===== config.mk =====
export PLATFORM = sky130hd
export DESIGN_NAME = luma_gain_offset_scanline_top_flat
export DESIGN_NICKNAME = d
export VERILOG_FILES = /design/src/sv/lgo_pkg.sv /design/src/sv/lgo_if.sv /design/src/sv/lgo_adjust.sv /design/src/sv/luma_gain_offset_scanline_top.sv /design/src/flat_wrapper.sv
export SDC_FILE = /design/constraint.sdc
export NUM_CORES = 1
export LEC_CHECK = 0
export BUFFER_PORTS_ARGS = -buffer_cell sky130_fd_sc_hd__buf_2
export CORE_MARGIN = 2
export CORE_UTILIZATION = 50
export CTS_CLUSTER_DIAMETER = 120
export CTS_CLUSTER_SIZE = 16
export DETAILED_ROUTE_END_ITERATION = 6
export HOLD_SLACK_MARGIN = 0.05
export MAX_ROUTING_LAYER = met4
export PLACE_DENSITY = 0.65
export SYNTH_ARGS = -nofsm -noshare
export SYNTH_HDL_FRONTEND = slang
export SYNTH_SLANG_ARGS = --single-unit
export TNS_END_PERCENT = 50

===== constraint.sdc =====
create_clock -name clk -period 9.7 [get_ports clk]
set_input_delay 1.455 -clock clk [delete_from_list [all_inputs] [get_ports clk]]
set_output_delay 1.455 -clock clk [all_outputs]
set_load 0.02 [all_outputs]

===== src/sv/lgo_pkg.sv =====
// ----------------------------------------------------------------------------
// lgo_pkg
// Shared types and constants for the luma gain/offset scanline block.
// ----------------------------------------------------------------------------
package lgo_pkg;

	localparam int PixW     = 8;
	localparam int GainW    = 9;
	localparam int OffsetW  = 10;
	localparam int StepW    = 8;
	localparam int PhaseW   = StepW + 1;
	localparam int CfgIdxW  = 2;
	localparam int CfgDataW = 10;

	// pixel * gain at full width, plus room for the rounding term
	localparam int ProdW    = PixW + GainW;
	localparam int Shift    = 7;
	localparam int ScaledW  = ProdW - Shift;
	localparam int SumW     = ScaledW + 2;

	localparam logic [ProdW-1:0]   Round      = ProdW'(64);
	localparam logic [GainW-1:0]   GainReset  = GainW'(128);
	localparam logic [OffsetW-1:0] OffsetReset = '0;
	localparam logic [StepW-1:0]   StepReset  = '0;
	localparam logic [PixW-1:0]    PixMax     = '1;

	typedef enum logic [CfgIdxW-1:0] {
		REG_GAIN   = 2'd0,
		REG_OFFSET = 2'd1,
		REG_STEP   = 2'd2
	} reg_idx_t;

	typedef struct packed {
		logic [GainW-1:0]   gain;
		logic [OffsetW-1:0] offset;
	} adj_cfg_t;

endpackage


===== src/sv/lgo_if.sv =====
// ----------------------------------------------------------------------------
// lgo_if
// Valid/ready channels of the luma gain/offset block: pixels in, pixels out,
// and the register write port.
// ----------------------------------------------------------------------------
interface lgo_pix_in_if;
	logic                    valid;
	logic                    ready;
	logic [lgo_pkg::PixW-1:0] pixel;
	logic                    line_end;
	logic                    frame_end;

	modport source (output valid, pixel, line_end, frame_end, input ready);
	modport sink   (input valid, pixel, line_end, frame_end, output ready);
endinterface

interface lgo_pix_out_if;
	logic                    valid;
	logic                    ready;
	logic [lgo_pkg::PixW-1:0] result_pixel;
	logic                    result_line_end;
	logic                    result_frame_end;

	modport source (output valid, result_pixel, result_line_end, result_frame_end,
		input ready);
	modport sink   (input valid, result_pixel, result_line_end, result_frame_end,
		output ready);
endinterface

interface lgo_cfg_if;
	logic                        valid;
	logic                        ready;
	logic [lgo_pkg::CfgIdxW-1:0]  index;
	logic [lgo_pkg::CfgDataW-1:0] data;

	modport source (output valid, index, data, input ready);
	modport sink   (input valid, index, data, output ready);
endinterface


===== src/sv/lgo_adjust.sv =====
// ----------------------------------------------------------------------------
// lgo_adjust
// Per-pixel gain, rounding, signed offset and clamp to 0..255; pass-through
// when the row is not in an adjusted band.
// ----------------------------------------------------------------------------
module lgo_adjust (
	input  logic [lgo_pkg::PixW-1:0] pixel,
	input  logic                     active,
	input  lgo_pkg::adj_cfg_t        cfg,
	output logic [lgo_pkg::PixW-1:0] result
);

	logic [lgo_pkg::ProdW-1:0]   prod;
	logic [lgo_pkg::ProdW-1:0]   rounded;
	logic [lgo_pkg::ScaledW-1:0] scaled;
	logic signed [lgo_pkg::SumW-1:0] sum;
	logic [lgo_pkg::PixW-1:0]    clamped;

	// 8x9 product cannot overflow 17 bits even with the rounding term
	assign prod    = lgo_pkg::ProdW'(pixel) * lgo_pkg::ProdW'(cfg.gain);
	assign rounded = prod + lgo_pkg::Round;
	assign scaled  = rounded[lgo_pkg::ProdW-1:lgo_pkg::Shift];
	assign sum     = $signed({2'b00, scaled})
		+ $signed({{(lgo_pkg::SumW-lgo_pkg::OffsetW){cfg.offset[lgo_pkg::OffsetW-1]}},
			cfg.offset});

	always_comb begin
		if (sum[lgo_pkg::SumW-1]) begin
			clamped = '0;
		end else if (sum[lgo_pkg::SumW-2:lgo_pkg::PixW] != '0) begin
			clamped = lgo_pkg::PixMax;
		end else begin
			clamped = sum[lgo_pkg::PixW-1:0];
		end
	end

	assign result = active ? clamped : pixel;

endmodule


===== src/sv/luma_gain_offset_scanline_top.sv =====
// ----------------------------------------------------------------------------
// luma_gain_offset_scanline_top
// Luma gain/offset with banded-row scanline effect on a raster pixel stream.
// ----------------------------------------------------------------------------
// Usage:
//   pix_in  : one luma sample per request, with line_end / frame_end markers.
//   pix_out : the adjusted or passed-through sample with the markers copied.
//   cfg     : register writes (0 gain, 1 offset, 2 scanline_step); always
//             ready, write only while no request is in flight.
// Each request takes one result, through the input register and then the
// result register, with the single multiply between the two. Throughput is
// one request per clock while pix_out.ready stays high.
// The row band is decided at input acceptance from the current row phase;
// the phase steps on line_end and clears on frame_end.
// A stalled receiver holds the result register; the input register still
// takes one more request, after which pix_in.ready drops.
// Reset clears both stages and the row phase and loads gain 128 (unity),
// offset 0 and scanline_step 0 (all rows adjusted).
// ----------------------------------------------------------------------------
module luma_gain_offset_scanline_top (
	input logic            clk,
	input logic            arst_n,
	lgo_pix_in_if.sink     pix_in,
	lgo_pix_out_if.source  pix_out,
	lgo_cfg_if.sink        cfg
);

	logic [lgo_pkg::GainW-1:0]   gain_q;
	logic [lgo_pkg::OffsetW-1:0] offset_q;
	logic [lgo_pkg::StepW-1:0]   step_q;
	logic [lgo_pkg::PhaseW-1:0]  row_phase_q;
	logic [lgo_pkg::PhaseW-1:0]  phase_inc;
	logic [lgo_pkg::PhaseW-1:0]  band_pair;

	logic                       valid_s1;
	logic [lgo_pkg::PixW-1:0]   pixel_s1;
	logic                       active_s1;
	logic                       line_end_s1;
	logic                       frame_end_s1;

	logic                       valid_s2;
	logic [lgo_pkg::PixW-1:0]   pixel_s2;
	logic                       line_end_s2;
	logic                       frame_end_s2;

	logic                       in_fire;
	logic                       s1_fire;
	logic                       active;
	lgo_pkg::adj_cfg_t          adj_cfg;
	logic [lgo_pkg::PixW-1:0]   adj_result;

	// configuration registers
	assign cfg.ready = 1'b1;

	always_ff @(posedge clk or negedge arst_n) begin
		if (!arst_n) begin
			gain_q   <= lgo_pkg::GainReset;
			offset_q <= lgo_pkg::OffsetReset;
			step_q   <= lgo_pkg::StepReset;
		end else if (cfg.valid) begin
			case (cfg.index)
				lgo_pkg::REG_GAIN:   gain_q   <= cfg.data[lgo_pkg::GainW-1:0];
				lgo_pkg::REG_OFFSET: offset_q <= cfg.data[lgo_pkg::OffsetW-1:0];
				lgo_pkg::REG_STEP:   step_q   <= cfg.data[lgo_pkg::StepW-1:0];
				default: ;
			endcase
		end
	end

	// handshakes
	assign s1_fire      = valid_s1 && (!valid_s2 || pix_out.ready);
	assign pix_in.ready = !valid_s1 || s1_fire;
	assign in_fire      = pix_in.valid && pix_in.ready;

	// row band and phase
	assign band_pair = {step_q, 1'b0};
	assign phase_inc = row_phase_q + lgo_pkg::PhaseW'(1);
	assign active    = (step_q == '0) || (row_phase_q < lgo_pkg::PhaseW'(step_q));

	always_ff @(posedge clk or negedge arst_n) begin
		if (!arst_n) begin
			row_phase_q <= '0;
		end else if (in_fire) begin
			if (pix_in.frame_end) begin
				row_phase_q <= '0;
			end else if (pix_in.line_end) begin
				// a phase left from a larger step wraps at the next row end
				if (step_q == '0 || phase_inc >= band_pair) begin
					row_phase_q <= '0;
				end else begin
					row_phase_q <= phase_inc;
				end
			end
		end
	end

	// input register
	always_ff @(posedge clk or negedge arst_n) begin
		if (!arst_n) begin
			valid_s1 <= 1'b0;
		end else if (pix_in.ready) begin
			valid_s1 <= pix_in.valid;
		end
	end

	always_ff @(posedge clk) begin
		if (in_fire) begin
			pixel_s1     <= pix_in.pixel;
			active_s1    <= active;
			line_end_s1  <= pix_in.line_end;
			frame_end_s1 <= pix_in.frame_end;
		end
	end

	assign adj_cfg.gain   = gain_q;
	assign adj_cfg.offset = offset_q;

	lgo_adjust u_adjust (
		.pixel  (pixel_s1),
		.active (active_s1),
		.cfg    (adj_cfg),
		.result (adj_result)
	);

	// result register
	always_ff @(posedge clk or negedge arst_n) begin
		if (!arst_n) begin
			valid_s2 <= 1'b0;
		end else if (!valid_s2 || pix_out.ready) begin
			valid_s2 <= valid_s1;
		end
	end

	always_ff @(posedge clk) begin
		if (s1_fire) begin
			pixel_s2     <= adj_result;
			line_end_s2  <= line_end_s1;
			frame_end_s2 <= frame_end_s1;
		end
	end

	assign pix_out.valid            = valid_s2;
	assign pix_out.result_pixel     = pixel_s2;
	assign pix_out.result_line_end  = line_end_s2;
	assign pix_out.result_frame_end = frame_end_s2;

`ifndef ASSERT_OFF
	a_frame_end_clears_phase: assert property (@(posedge clk) disable iff (!arst_n)
		in_fire && pix_in.frame_end |=> row_phase_q == '0)
		else $error("row phase not cleared after frame end");

	a_skip_row_passes: assert property (@(posedge clk) disable iff (!arst_n)
		s1_fire && !active_s1 |=> pix_out.result_pixel == $past(pixel_s1))
		else $error("skipped row pixel altered");

	a_unity_is_identity: assert property (@(posedge clk) disable iff (!arst_n)
		s1_fire && active_s1 && gain_q == lgo_pkg::GainReset && offset_q == '0
		|=> pix_out.result_pixel == $past(pixel_s1))
		else $error("unity gain with zero offset changed the pixel");

	a_markers_follow: assert property (@(posedge clk) disable iff (!arst_n)
		s1_fire |=> pix_out.result_line_end == $past(line_end_s1)
			&& pix_out.result_frame_end == $past(frame_end_s1))
		else $error("markers lost between stages");
`endif

endmodule


===== src/flat_wrapper.sv =====
// flat-port wrapper written by rule: the top's interface ports become plain ports
module luma_gain_offset_scanline_top_flat 
  (clk, arst_n, pix_in_valid, pix_in_pixel, pix_in_line_end, pix_in_frame_end, pix_in_ready, pix_out_valid, pix_out_result_pixel, pix_out_result_line_end, pix_out_result_frame_end, pix_out_ready, cfg_valid, cfg_index, cfg_data, cfg_ready);
  lgo_pix_in_if pix_in_i ();
  lgo_pix_out_if pix_out_i ();
  lgo_cfg_if cfg_i ();
  input logic clk;
  input logic arst_n;
  input wire logic [$bits(pix_in_i.valid)-1:0] pix_in_valid;
  input wire logic [$bits(pix_in_i.pixel)-1:0] pix_in_pixel;
  input wire logic [$bits(pix_in_i.line_end)-1:0] pix_in_line_end;
  input wire logic [$bits(pix_in_i.frame_end)-1:0] pix_in_frame_end;
  output wire logic [$bits(pix_in_i.ready)-1:0] pix_in_ready;
  output wire logic [$bits(pix_out_i.valid)-1:0] pix_out_valid;
  output wire logic [$bits(pix_out_i.result_pixel)-1:0] pix_out_result_pixel;
  output wire logic [$bits(pix_out_i.result_line_end)-1:0] pix_out_result_line_end;
  output wire logic [$bits(pix_out_i.result_frame_end)-1:0] pix_out_result_frame_end;
  input wire logic [$bits(pix_out_i.ready)-1:0] pix_out_ready;
  input wire logic [$bits(cfg_i.valid)-1:0] cfg_valid;
  input wire logic [$bits(cfg_i.index)-1:0] cfg_index;
  input wire logic [$bits(cfg_i.data)-1:0] cfg_data;
  output wire logic [$bits(cfg_i.ready)-1:0] cfg_ready;
  assign pix_in_i.valid = pix_in_valid;
  assign pix_in_i.pixel = pix_in_pixel;
  assign pix_in_i.line_end = pix_in_line_end;
  assign pix_in_i.frame_end = pix_in_frame_end;
  assign pix_in_ready = pix_in_i.ready;
  assign pix_out_valid = pix_out_i.valid;
  assign pix_out_result_pixel = pix_out_i.result_pixel;
  assign pix_out_result_line_end = pix_out_i.result_line_end;
  assign pix_out_result_frame_end = pix_out_i.result_frame_end;
  assign pix_out_i.ready = pix_out_ready;
  assign cfg_i.valid = cfg_valid;
  assign cfg_i.index = cfg_index;
  assign cfg_i.data = cfg_data;
  assign cfg_ready = cfg_i.ready;
  luma_gain_offset_scanline_top u_core (.clk(clk), .arst_n(arst_n), .pix_in(pix_in_i), .pix_out(pix_out_i), .cfg(cfg_i));
endmodule

# Word level (Yosys, flattened, before mapping)
# Cells that the tools add are included.
# Widths: inputs -> output; s select.
[op_classes] n_addsub=3 multipliers=1 magnitude_cmp=2 eq_ne=2 n_mux=6 n_reduce_logical=16
[op_table] cell="$mux 9" n=3
[op_table] cell="$mux 8" n=3
[op_table] cell="$add 17x7->17 const B" n=1
[op_table] cell="$mul 8x9->17" n=1
[op_table] cell="$add 11x10->12" n=1
[op_table] cell="$add 9x1->9 const B" n=1
[op_table] cell="$ge 9x9->1" n=1
[op_table] cell="$lt 9x8->1" n=1
[op_table] cell="$logic_not 8->1" n=1
[op_table] cell="$reduce_and 2->1" n=4
[op_table] cell="$logic_or 1x1->1" n=4
[op_table] cell="$reduce_bool 3->1" n=1
[op_table] cell="$eq 2x1->1 const B" n=1
[op_table] cell="$eq 2x2->1 const B" n=1
[op_table] cell="$logic_and 1x1->1" n=2
[op_table] cell="$logic_not 1->1" n=2
[op_table] cell="$logic_not 2->1" n=1
[op_table] cell="$reduce_bool 2->1" n=1
[word_totals] regBits=59 input_bits=27 word_cells=43

# Longest topological paths before layout
# Gate-level depths: netlist of the first run.
[logic_depth] word_depth=7 mapped_depth=24

# Cells and area by module
# From an unflattened synthesis of the first run, not the netlist that was laid out.
[unflattened] hier_cells=553 area_unflattened_um2=5616.6
[modules_own_cells] mod="lgo_adjust" instances=1 cells_each=354 area_per_inst_um2=2937.8 seq_area_each_um2=0.0
[modules_own_cells] mod="luma_gain_offset_scanline_top" instances=1 cells_each=199 area_per_inst_um2=2678.8 seq_area_each_um2=1582.8

# Worst setup path before layout of the first run
# No wires, ideal clock.
[synth_path] kind="register to register" from="reg u_core.pixel_s1[7] in the netlist's numbering" to="reg u_core.pixel_s2 (netlist bit u_core.pix_out.result_pixel[0]) (data pin)" arrival_ps=5613 required_time_ps=9431 setup_slack_ps=3819 path_stages_with_launch=22 synth_period_minus_slack_ps=5881 path_cell_list="edfxtp_1 clkbuf_1 and2_1 fa_1 fa_1 fa_1 inv_1 fa_1 inv_1 ha_1 a21oi_1 o211ai_1 a31o_2 a221oi_1 o21bai_1 xnor2_1 ha_1 and4_1 a221oi_2 xnor2_1 o31ai_4 nand2_1"
[synth_via] elab_chain_cells=7
[synth_rtl] element="start: declaration" line_no="luma_gain_offset_scanline_top.sv:36" source="logic [lgo_pkg::PixW-1:0] pixel_s1;"
[synth_rtl] element="start signal: assignment" line_no="luma_gain_offset_scanline_top.sv:108" source="pixel_s1 <= pix_in.pixel;"
[synth_rtl] element="$mul 8x9->17 *" line_no="lgo_adjust.sv:20" source="assign prod = lgo_pkg::ProdW'(pixel) * lgo_pkg::ProdW'(cfg.gain);"
[synth_rtl] element="$add 17x7->17 *" line_no="lgo_adjust.sv:21" source="assign rounded = prod + lgo_pkg::Round;"
[synth_rtl] element="$add 11x10->12 *" line_no="lgo_adjust.sv:24" source="+ $signed({{(lgo_pkg::SumW-lgo_pkg::OffsetW){cfg.offset[lgo_pkg::OffsetW-1]}},"
[synth_rtl] element="$reduce_bool 3->1" line_no="lgo_adjust.sv:30" source="end else if (sum[lgo_pkg::SumW-2:lgo_pkg::PixW] != '0) begin"
[synth_rtl] element="$mux 8" line_no="lgo_adjust.sv:30"
[synth_rtl] element="$mux 8 *" line_no="lgo_adjust.sv:28" source="if (sum[lgo_pkg::SumW-1]) begin"
[synth_rtl] element="$mux 8 *" line_no="lgo_adjust.sv:37" source="assign result = active ? clamped : pixel;"
[synth_rtl] element="via u_core.adj_result, one bit" line_no="luma_gain_offset_scanline_top.sv:50" source="logic [lgo_pkg::PixW-1:0] adj_result;"
[synth_rtl] element="end signal: assignment" line_no="luma_gain_offset_scanline_top.sv:136" source="pixel_s2 <= adj_result;"
[synth_rtl] element="end: declaration" line_no="luma_gain_offset_scanline_top.sv:42" source="logic [lgo_pkg::PixW-1:0] pixel_s2;"
# Mark *: on every way through the listed nets, which the timed path passes. The rest lies on a longest branch.
# A chain may end at the register's enable or synchronous reset.

# Final worst setup path of the first run
[layout_path] from="reg u_core.pixel_s1[3] in the netlist's numbering" to="reg u_core.pixel_s2 (netlist bit u_core.pix_out.result_pixel[4]) (data pin)"
# The elaborated chain is that of the path after synthesis.

==> flow_summary.yaml, run 1 <==
run_status:
  status: "finished, final reports clean"
clock_network:
  clk_latency_ns: 0.35
  cts_setup_buffers: 0
  postCtsResizedCells: 0
  cts_buffers: 9
  cts_tree: "yes"
  clkTransAtPathRegs_ns: 0.07
  ctsHoldBuffers: 0
  htree_num_levels: 3
  cts_buffer_depth: 2
  clock-sinks: 59
  cts-root-buf: "clkbuf_8"
cells_and_area:
  final_common_cell: "ha_1"
  syn2layout_area_growth_pct: 10.6
  nets: 690
  multi_input_area_um2: 3550
  fillCellCount: 907
  drive_gt1_frac: 0.178
  layout_common_cells: "ha_1, inv_1, and2_1"
  antenna_cells: 0
  ff_latch_area_um2: 1580
  final_util: 0.574
  instances_no_fill: 697
timing:
  finalHoldViolCount: 0
  finalSetupTns_ns: 0
  slew_viol_final: 0
  finalSetupViolations: 0
  min_period_over_period: 0.662
  fin_skew_ns: 0.0179
  layout_min_cycle_time_ns: 6.42
  worstMarginPinSlew_ns: 0.879
  max_freq_ghz: 0.156
  rsz0062_at_grt: "false"
  setup_slack_ns: 3.28
  slew-limit-headroom: 0.414
place:
  gp_congestion: 0.882
  portBuffers: 38
  dpl.hpwl_um: 9160
  pre_cts_ws_ns: 3.30
  placedCellCount: 681
global_route:
  grt_overflow: 0
  grt_usage: 0.214
  antenna_found_initial: 0
  grt_max_degree: 39
  grt_pass1_wl_um: 18600
  grt_pass1_vias: 3782
yosys:
  ys_async_sr_fraction: 0.644
  synthSimpleGateAreaFrac: 0.148
  muxShareOfSynthArea: 0.0583
  syn-instance-count: 514
  syn-num-nets: 648
  synth-xor-area-share: 0.0454
  syn_avg_cell_area_um2: 10.5
  yosysTopAreaCell: "dfrtp_1"
  synth_compound_area_frac: 0.0974
  netlist.area_leader.share: 0.171
  synth-edff-count: 21
  synth_warnings: 0
  ys.flop_type: "dfrtp_1"
  synth_cell_types: 51
  synth-seq-cells: 59
  yosysSeqAreaShare: 0.293
  synth_area_um2: 5410
  synthTopCellsByArea: "dfrtp_1, fa_1, ha_1"
  synth_top_family_by_area: "adder cells"
  synthAdderAreaFrac: 0.307
floorplan:
  design.core.area_um2: 10400
  fp.dieW_um: 108
  die_area_um2: 11700
  io_pins: 40
  fp-row-count: 37
  die_h_um: 108
  start_util: 0.519
worst_setup_path:
  crit_path_end_kind: "register"
  rr_worst_depth: 21
  worstPathMaxFanout: 10
  timing.rr.start: "u_core.pixel_s1[3]"
  required_ns: 9.78
  startpoint: "u_core.pixel_s1[3]"
  arrival_ns: 6.50
  cp-start-kind: "register"
  rrSetupSlack_ns: 3.28
  r2r_end: "u_core.pix_out.result_pixel[4]"
  worst-setup-path-type: "reg -> reg"
  endpoint: "u_core.pix_out.result_pixel[4]"
drt:
  via_per_inst: 5.46
  ant_nets: 0
  finalWirelength_um: 11300
  drtIter0Drc: 201
  firstDrtPassIters: 5
  wl_per_cell_um: 16.2
  drcViolationCount: 0
  vias: 3804
hold_path:
  hold_path.class: "reg -> reg"
flow_run:
  cap_violations: 0
sequential cells by signal, indices dropped and copies added (netlist names), 8 cells and up:
| signal | count |
|---|---|
| u_core.step_q | 8 |
| u_core.offset_q | 10 |
| u_core.gain_q | 9 |
| u_core.pix_out.result_pixel | 8 |
| u_core.row_phase_q | 9 |
| u_core.pixel_s1 | 8 |
worst min path at each step:
stage	cells past startpoint	startpoint	to
floorplan	0	u_core.frame_end_s1	u_core.pix_out.result_frame_end
global placement	0	u_core.frame_end_s1	u_core.pix_out.result_frame_end
detailed placement	0	u_core.line_end_s1	u_core.pix_out.result_line_end
CTS	0	u_core.line_end_s1	u_core.pix_out.result_line_end
global route	0	u_core.line_end_s1	u_core.pix_out.result_line_end
finish	0	u_core.line_end_s1	u_core.pix_out.result_line_end
area by class of cell:
cell class	count	share of cell area
clock buffers	15	0.0385
clock inverters	1	0.00126
inverters	63	0.0396
multi-input cells	384	0.594
flip-flops and latches	59	0.265
well taps	136	0.0285
repair buffers	39	0.0331
routing by layer:
metal,wire length (µm),GRT usage,vias up
met5,0,-,-
met3,478,0.0374,10
li1,-,-,1818
met1,5200,0.298,1899
met2,5460,0.332,77
met4,119,0.0430,0
worst max-delay path: stages, from the launching register on:
cell      delay [ns]
edfxtp_1        0.58
and2_1          0.27
fa_1            0.52
fa_1            0.44
fa_1            0.54
inv_1           0.06
fa_1            0.52
inv_1           0.04
ha_1            0.33
a21oi_1         0.17
o211ai_1        0.17
a31o_2          0.31
a21oi_1         0.22
o21bai_1        0.11
xor2_1          0.16
ha_1            0.36
a21o_1          0.22
a21o_1          0.19
a221oi_2        0.28
xnor2_1         0.14
o31ai_4         0.41
nand2_1         0.10
synthesized netlist by cell type, types with 2 or more instances:
cell / count
a211oi_1: 3
a21o_1: 10
a21oi_1: 20
a22o_1: 3
a31o_2: 2
and2_1: 53
and2b_2: 7
and3_1: 5
clkbuf_1: 7
dfrtp_1: 37
edfxtp_1: 21
fa_1: 43
ha_1: 64
inv_1: 63
mux2_2: 28
nand2_1: 41
nand2b_1: 4
nand3_1: 10
nand3b_1: 4
nor2_1: 5
nor2b_1: 2
nor3_1: 3
nor4_1: 2
o2111ai_1: 3
o21a_1: 3
o21ai_0: 17
o21ai_1: 2
o21bai_1: 3
xnor2_1: 16
xor2_1: 12
kinds of logic (layout without fill, tap and decap cells):
| kind of cell | Yosys count | after routing |
|---|---|---|
| AOI/OAI and AO/OA | 77 | 77 |
| xor gates and xnor gates | 28 | 28 |
| adders and majority gates | 107 | 107 |
| buffers and inverters | 71 | 118 |
| DFF | 59 | 59 |
| muxes | 28 | 28 |
| other | 1 | 1 |
| and+or+nand+nor | 143 | 143 |
through the flow:
stage	cell area [µm²]	hold WS, ns
2_1_floorplan	5410	0.400
3_3_place_gp	5740	0.406
3_5_place_dp	5740	0.405
4_1_cts	5980	0.421
5_1_grt	5980	0.443
6_report	5980	0.421
Power of run 1 is not shown: default switching activity piles up to over one toggle a cycle in this logic, so the estimate is an artifact.
==> run 2, diff against run 1 <==
--- a/config.mk
+++ b/config.mk
@@ -13,7 +13,7 @@
 export DETAILED_ROUTE_END_ITERATION = 6
 export HOLD_SLACK_MARGIN = 0.05
 export MAX_ROUTING_LAYER = met4
-export PLACE_DENSITY = 0.65
+export PLACE_DENSITY = 0.68
 export SYNTH_ARGS = -nofsm -noshare
 export SYNTH_HDL_FRONTEND = slang
 export SYNTH_SLANG_ARGS = --single-unit
==> constraint.sdc (replaced) <==
create_clock -name clk -period 5.27 [get_ports clk]
set_input_delay 0.7905 -clock clk [delete_from_list [all_inputs] [get_ports clk]]
set_output_delay 0.7905 -clock clk [all_outputs]
set_load 0.02 [all_outputs]
==> flow_summary.yaml, run 2 (synthesis gave the netlist of run 1 again) <==
timing:
  layout_min_cycle_time_ns: 5.94
  max_freq_ghz: 0.168
  whs_ns: 0.436
  fin_skew_ns: 0.0258
  finalSetupTns_ns: -5.20
  slew_viol_final: 0
  setup_slack_ns: -0.670
  finalHoldViolCount: 0
  finalSetupViolations: 8
  worstMarginPinSlew_ns: 0.880
  rsz0062_at_grt: "true"
  slew-limit-headroom: 0.414
  min_period_over_period: 1.13
place:
  gp_congestion: 0.824
  dpl.hpwl_um: 9670
  pre_cts_ws_ns: -0.651
  dpl_cell_area_um2: 6230
  portBuffers: 38
drt:
  ant_nets: 0
  finalWirelength_um: 12100
  vias: 4077
  wl_per_cell_um: 15.6
  drtIter0Drc: 124
  via_per_inst: 5.28
  drcViolationCount: 0
  firstDrtPassIters: 4
worst_setup_path:
  worst-setup-path-type: "reg -> reg"
  rr_worst_depth: 20
  crit_path_end_kind: "register"
  rrSetupSlack_ns: -0.67
  cp-start-kind: "register"
  arrival_ns: 6.02
  timing.rr.start: "u_core.pixel_s1[2]"
  required_ns: 5.35
  endpoint: "u_core.pix_out.result_pixel[6]"
  r2r_end: "u_core.pix_out.result_pixel[6]"
  startpoint: "u_core.pixel_s1[2]"
  worstPathMaxFanout: 8
hold_path:
  hold_path.class: "reg -> reg"
  hold_start: "u_core.line_end_s1"
global_route:
  grt_pass1_wl_um: 20300
  grt_overflow: 0
  grt_usage: 0.232
  grt_pass1_vias: 4289
  antenna_found_initial: 0
  grt_max_degree: 39
cells_and_area:
  syn2layout_area_growth_pct: 23.0
  layout_common_cells: "buf_4, inv_1, ha_1"
  nets: 765
  top_register: "u_core.offset_q"
  design_area_um2: 6650
  fillCellCount: 875
  drive_gt1_frac: 0.310
  largest_reg_flops: 10
  final_common_cell: "buf_4"
  top_regs: "u_core.offset_q (10), u_core.gain_q (9), u_core.row_phase_q (9)"
  antenna_cells: 0
run_status:
  status: "finished, violations left"
  violations: "negative setup slack"
floorplan:
  die_area_um2: 11700
  io_pins: 40
  start_util: 0.519
  design.core.area_um2: 10400
  fp.dieW_um: 108
  fp-row-count: 37
  die_h_um: 108
clock_network:
  cts_buffer_depth: 2
  cts-root-buf: "clkbuf_8"
  cts_tree: "yes"
  cts_buffers: 9
  clk_latency_ns: 0.36
  clkTransAtPathRegs_ns: 0.09
  ctsHoldBuffers: 0
  clock-sinks: 59
  htree_num_levels: 3
flow_run:
  cap_violations: 0
==> run 2: cell types whose count changed in the layout (fill, tap and decap cells not counted), sizes merged <==
cell,change
clkinvlp,-1
buf,+75
bufinv,+1
==> run 2: worst max-delay path: stages, from the launching register on <==
cell	delay [ns]
edfxtp_1	0.53
buf_4	0.20
and2_4	0.15
fa_1	0.46
fa_1	0.51
fa_1	0.43
fa_1	0.54
ha_4	0.21
a21o_1	0.18
a21o_1	0.17
a31o_4	0.23
a221oi_4	0.28
buf_4	0.18
xnor2_2	0.06
ha_1	0.36
buf_6	0.15
and4_1	0.18
a221oi_2	0.29
xnor2_2	0.11
o31ai_4	0.32
nand2_1	0.11
==> run 2: area by class of cell <==
class                           instances  area, µm²  area share
Multi-Input combinational cell        384       3680       0.553
Clock buffer                           15        188      0.0282
Timing Repair Buffer                  114        764       0.115
Clock inverter                          1       30.0     0.00452
Inverter                               63        236      0.0356
Tap cell                              136        170      0.0256
Sequential cell                        59       1580       0.238
==> run 2: how the worst min path moves through the flow <==
stage / endpoint / slack [ns] / cells past startpoint
after global placement: u_core.pix_out.result_line_end / 0.42 / 0
after detailed placement: u_core.pix_out.result_line_end / 0.42 / 0
after CTS: u_core.pix_out.result_line_end / 0.44 / 0
after floorplan: u_core.pix_out.result_frame_end / 0.40 / 0
after global routing: u_core.pix_out.result_line_end / 0.44 / 0
final: u_core.pix_out.result_line_end / 0.44 / 0
==> run 2: timing repair <==
action | 4_1_cts | 5_1_grt
endpoints found under the setup margin | 8 | 8
buffers inserted | 15 | 4
gates resized for setup | 5 | 7
cloned | 0 | 0
pin swaps | 21 | 9
==> run 2: per-layer routing <==
metal | wire length, µm | global-route usage | vias up | part of all wire
met5 | 0 | - | - | 0
met4 | 163 | 0.0586 | 0 | 0.014
met3 | 530 | 0.0289 | 23 | 0.044
met2 | 5730 | 0.374 | 80 | 0.48
met1 | 5640 | 0.314 | 2003 | 0.47
li1 | - | - | 1971 | -
==> run 2: stage by stage <==
stage / utilization / cells
after floorplan: - / 514
after global placement: 0.598 / 737
after detailed placement: 0.598 / 737
after CTS: 0.633 / 768
after global routing: 0.638 / 772
final: 0.638 / 772
Power of run 2 is left out for the same reason.
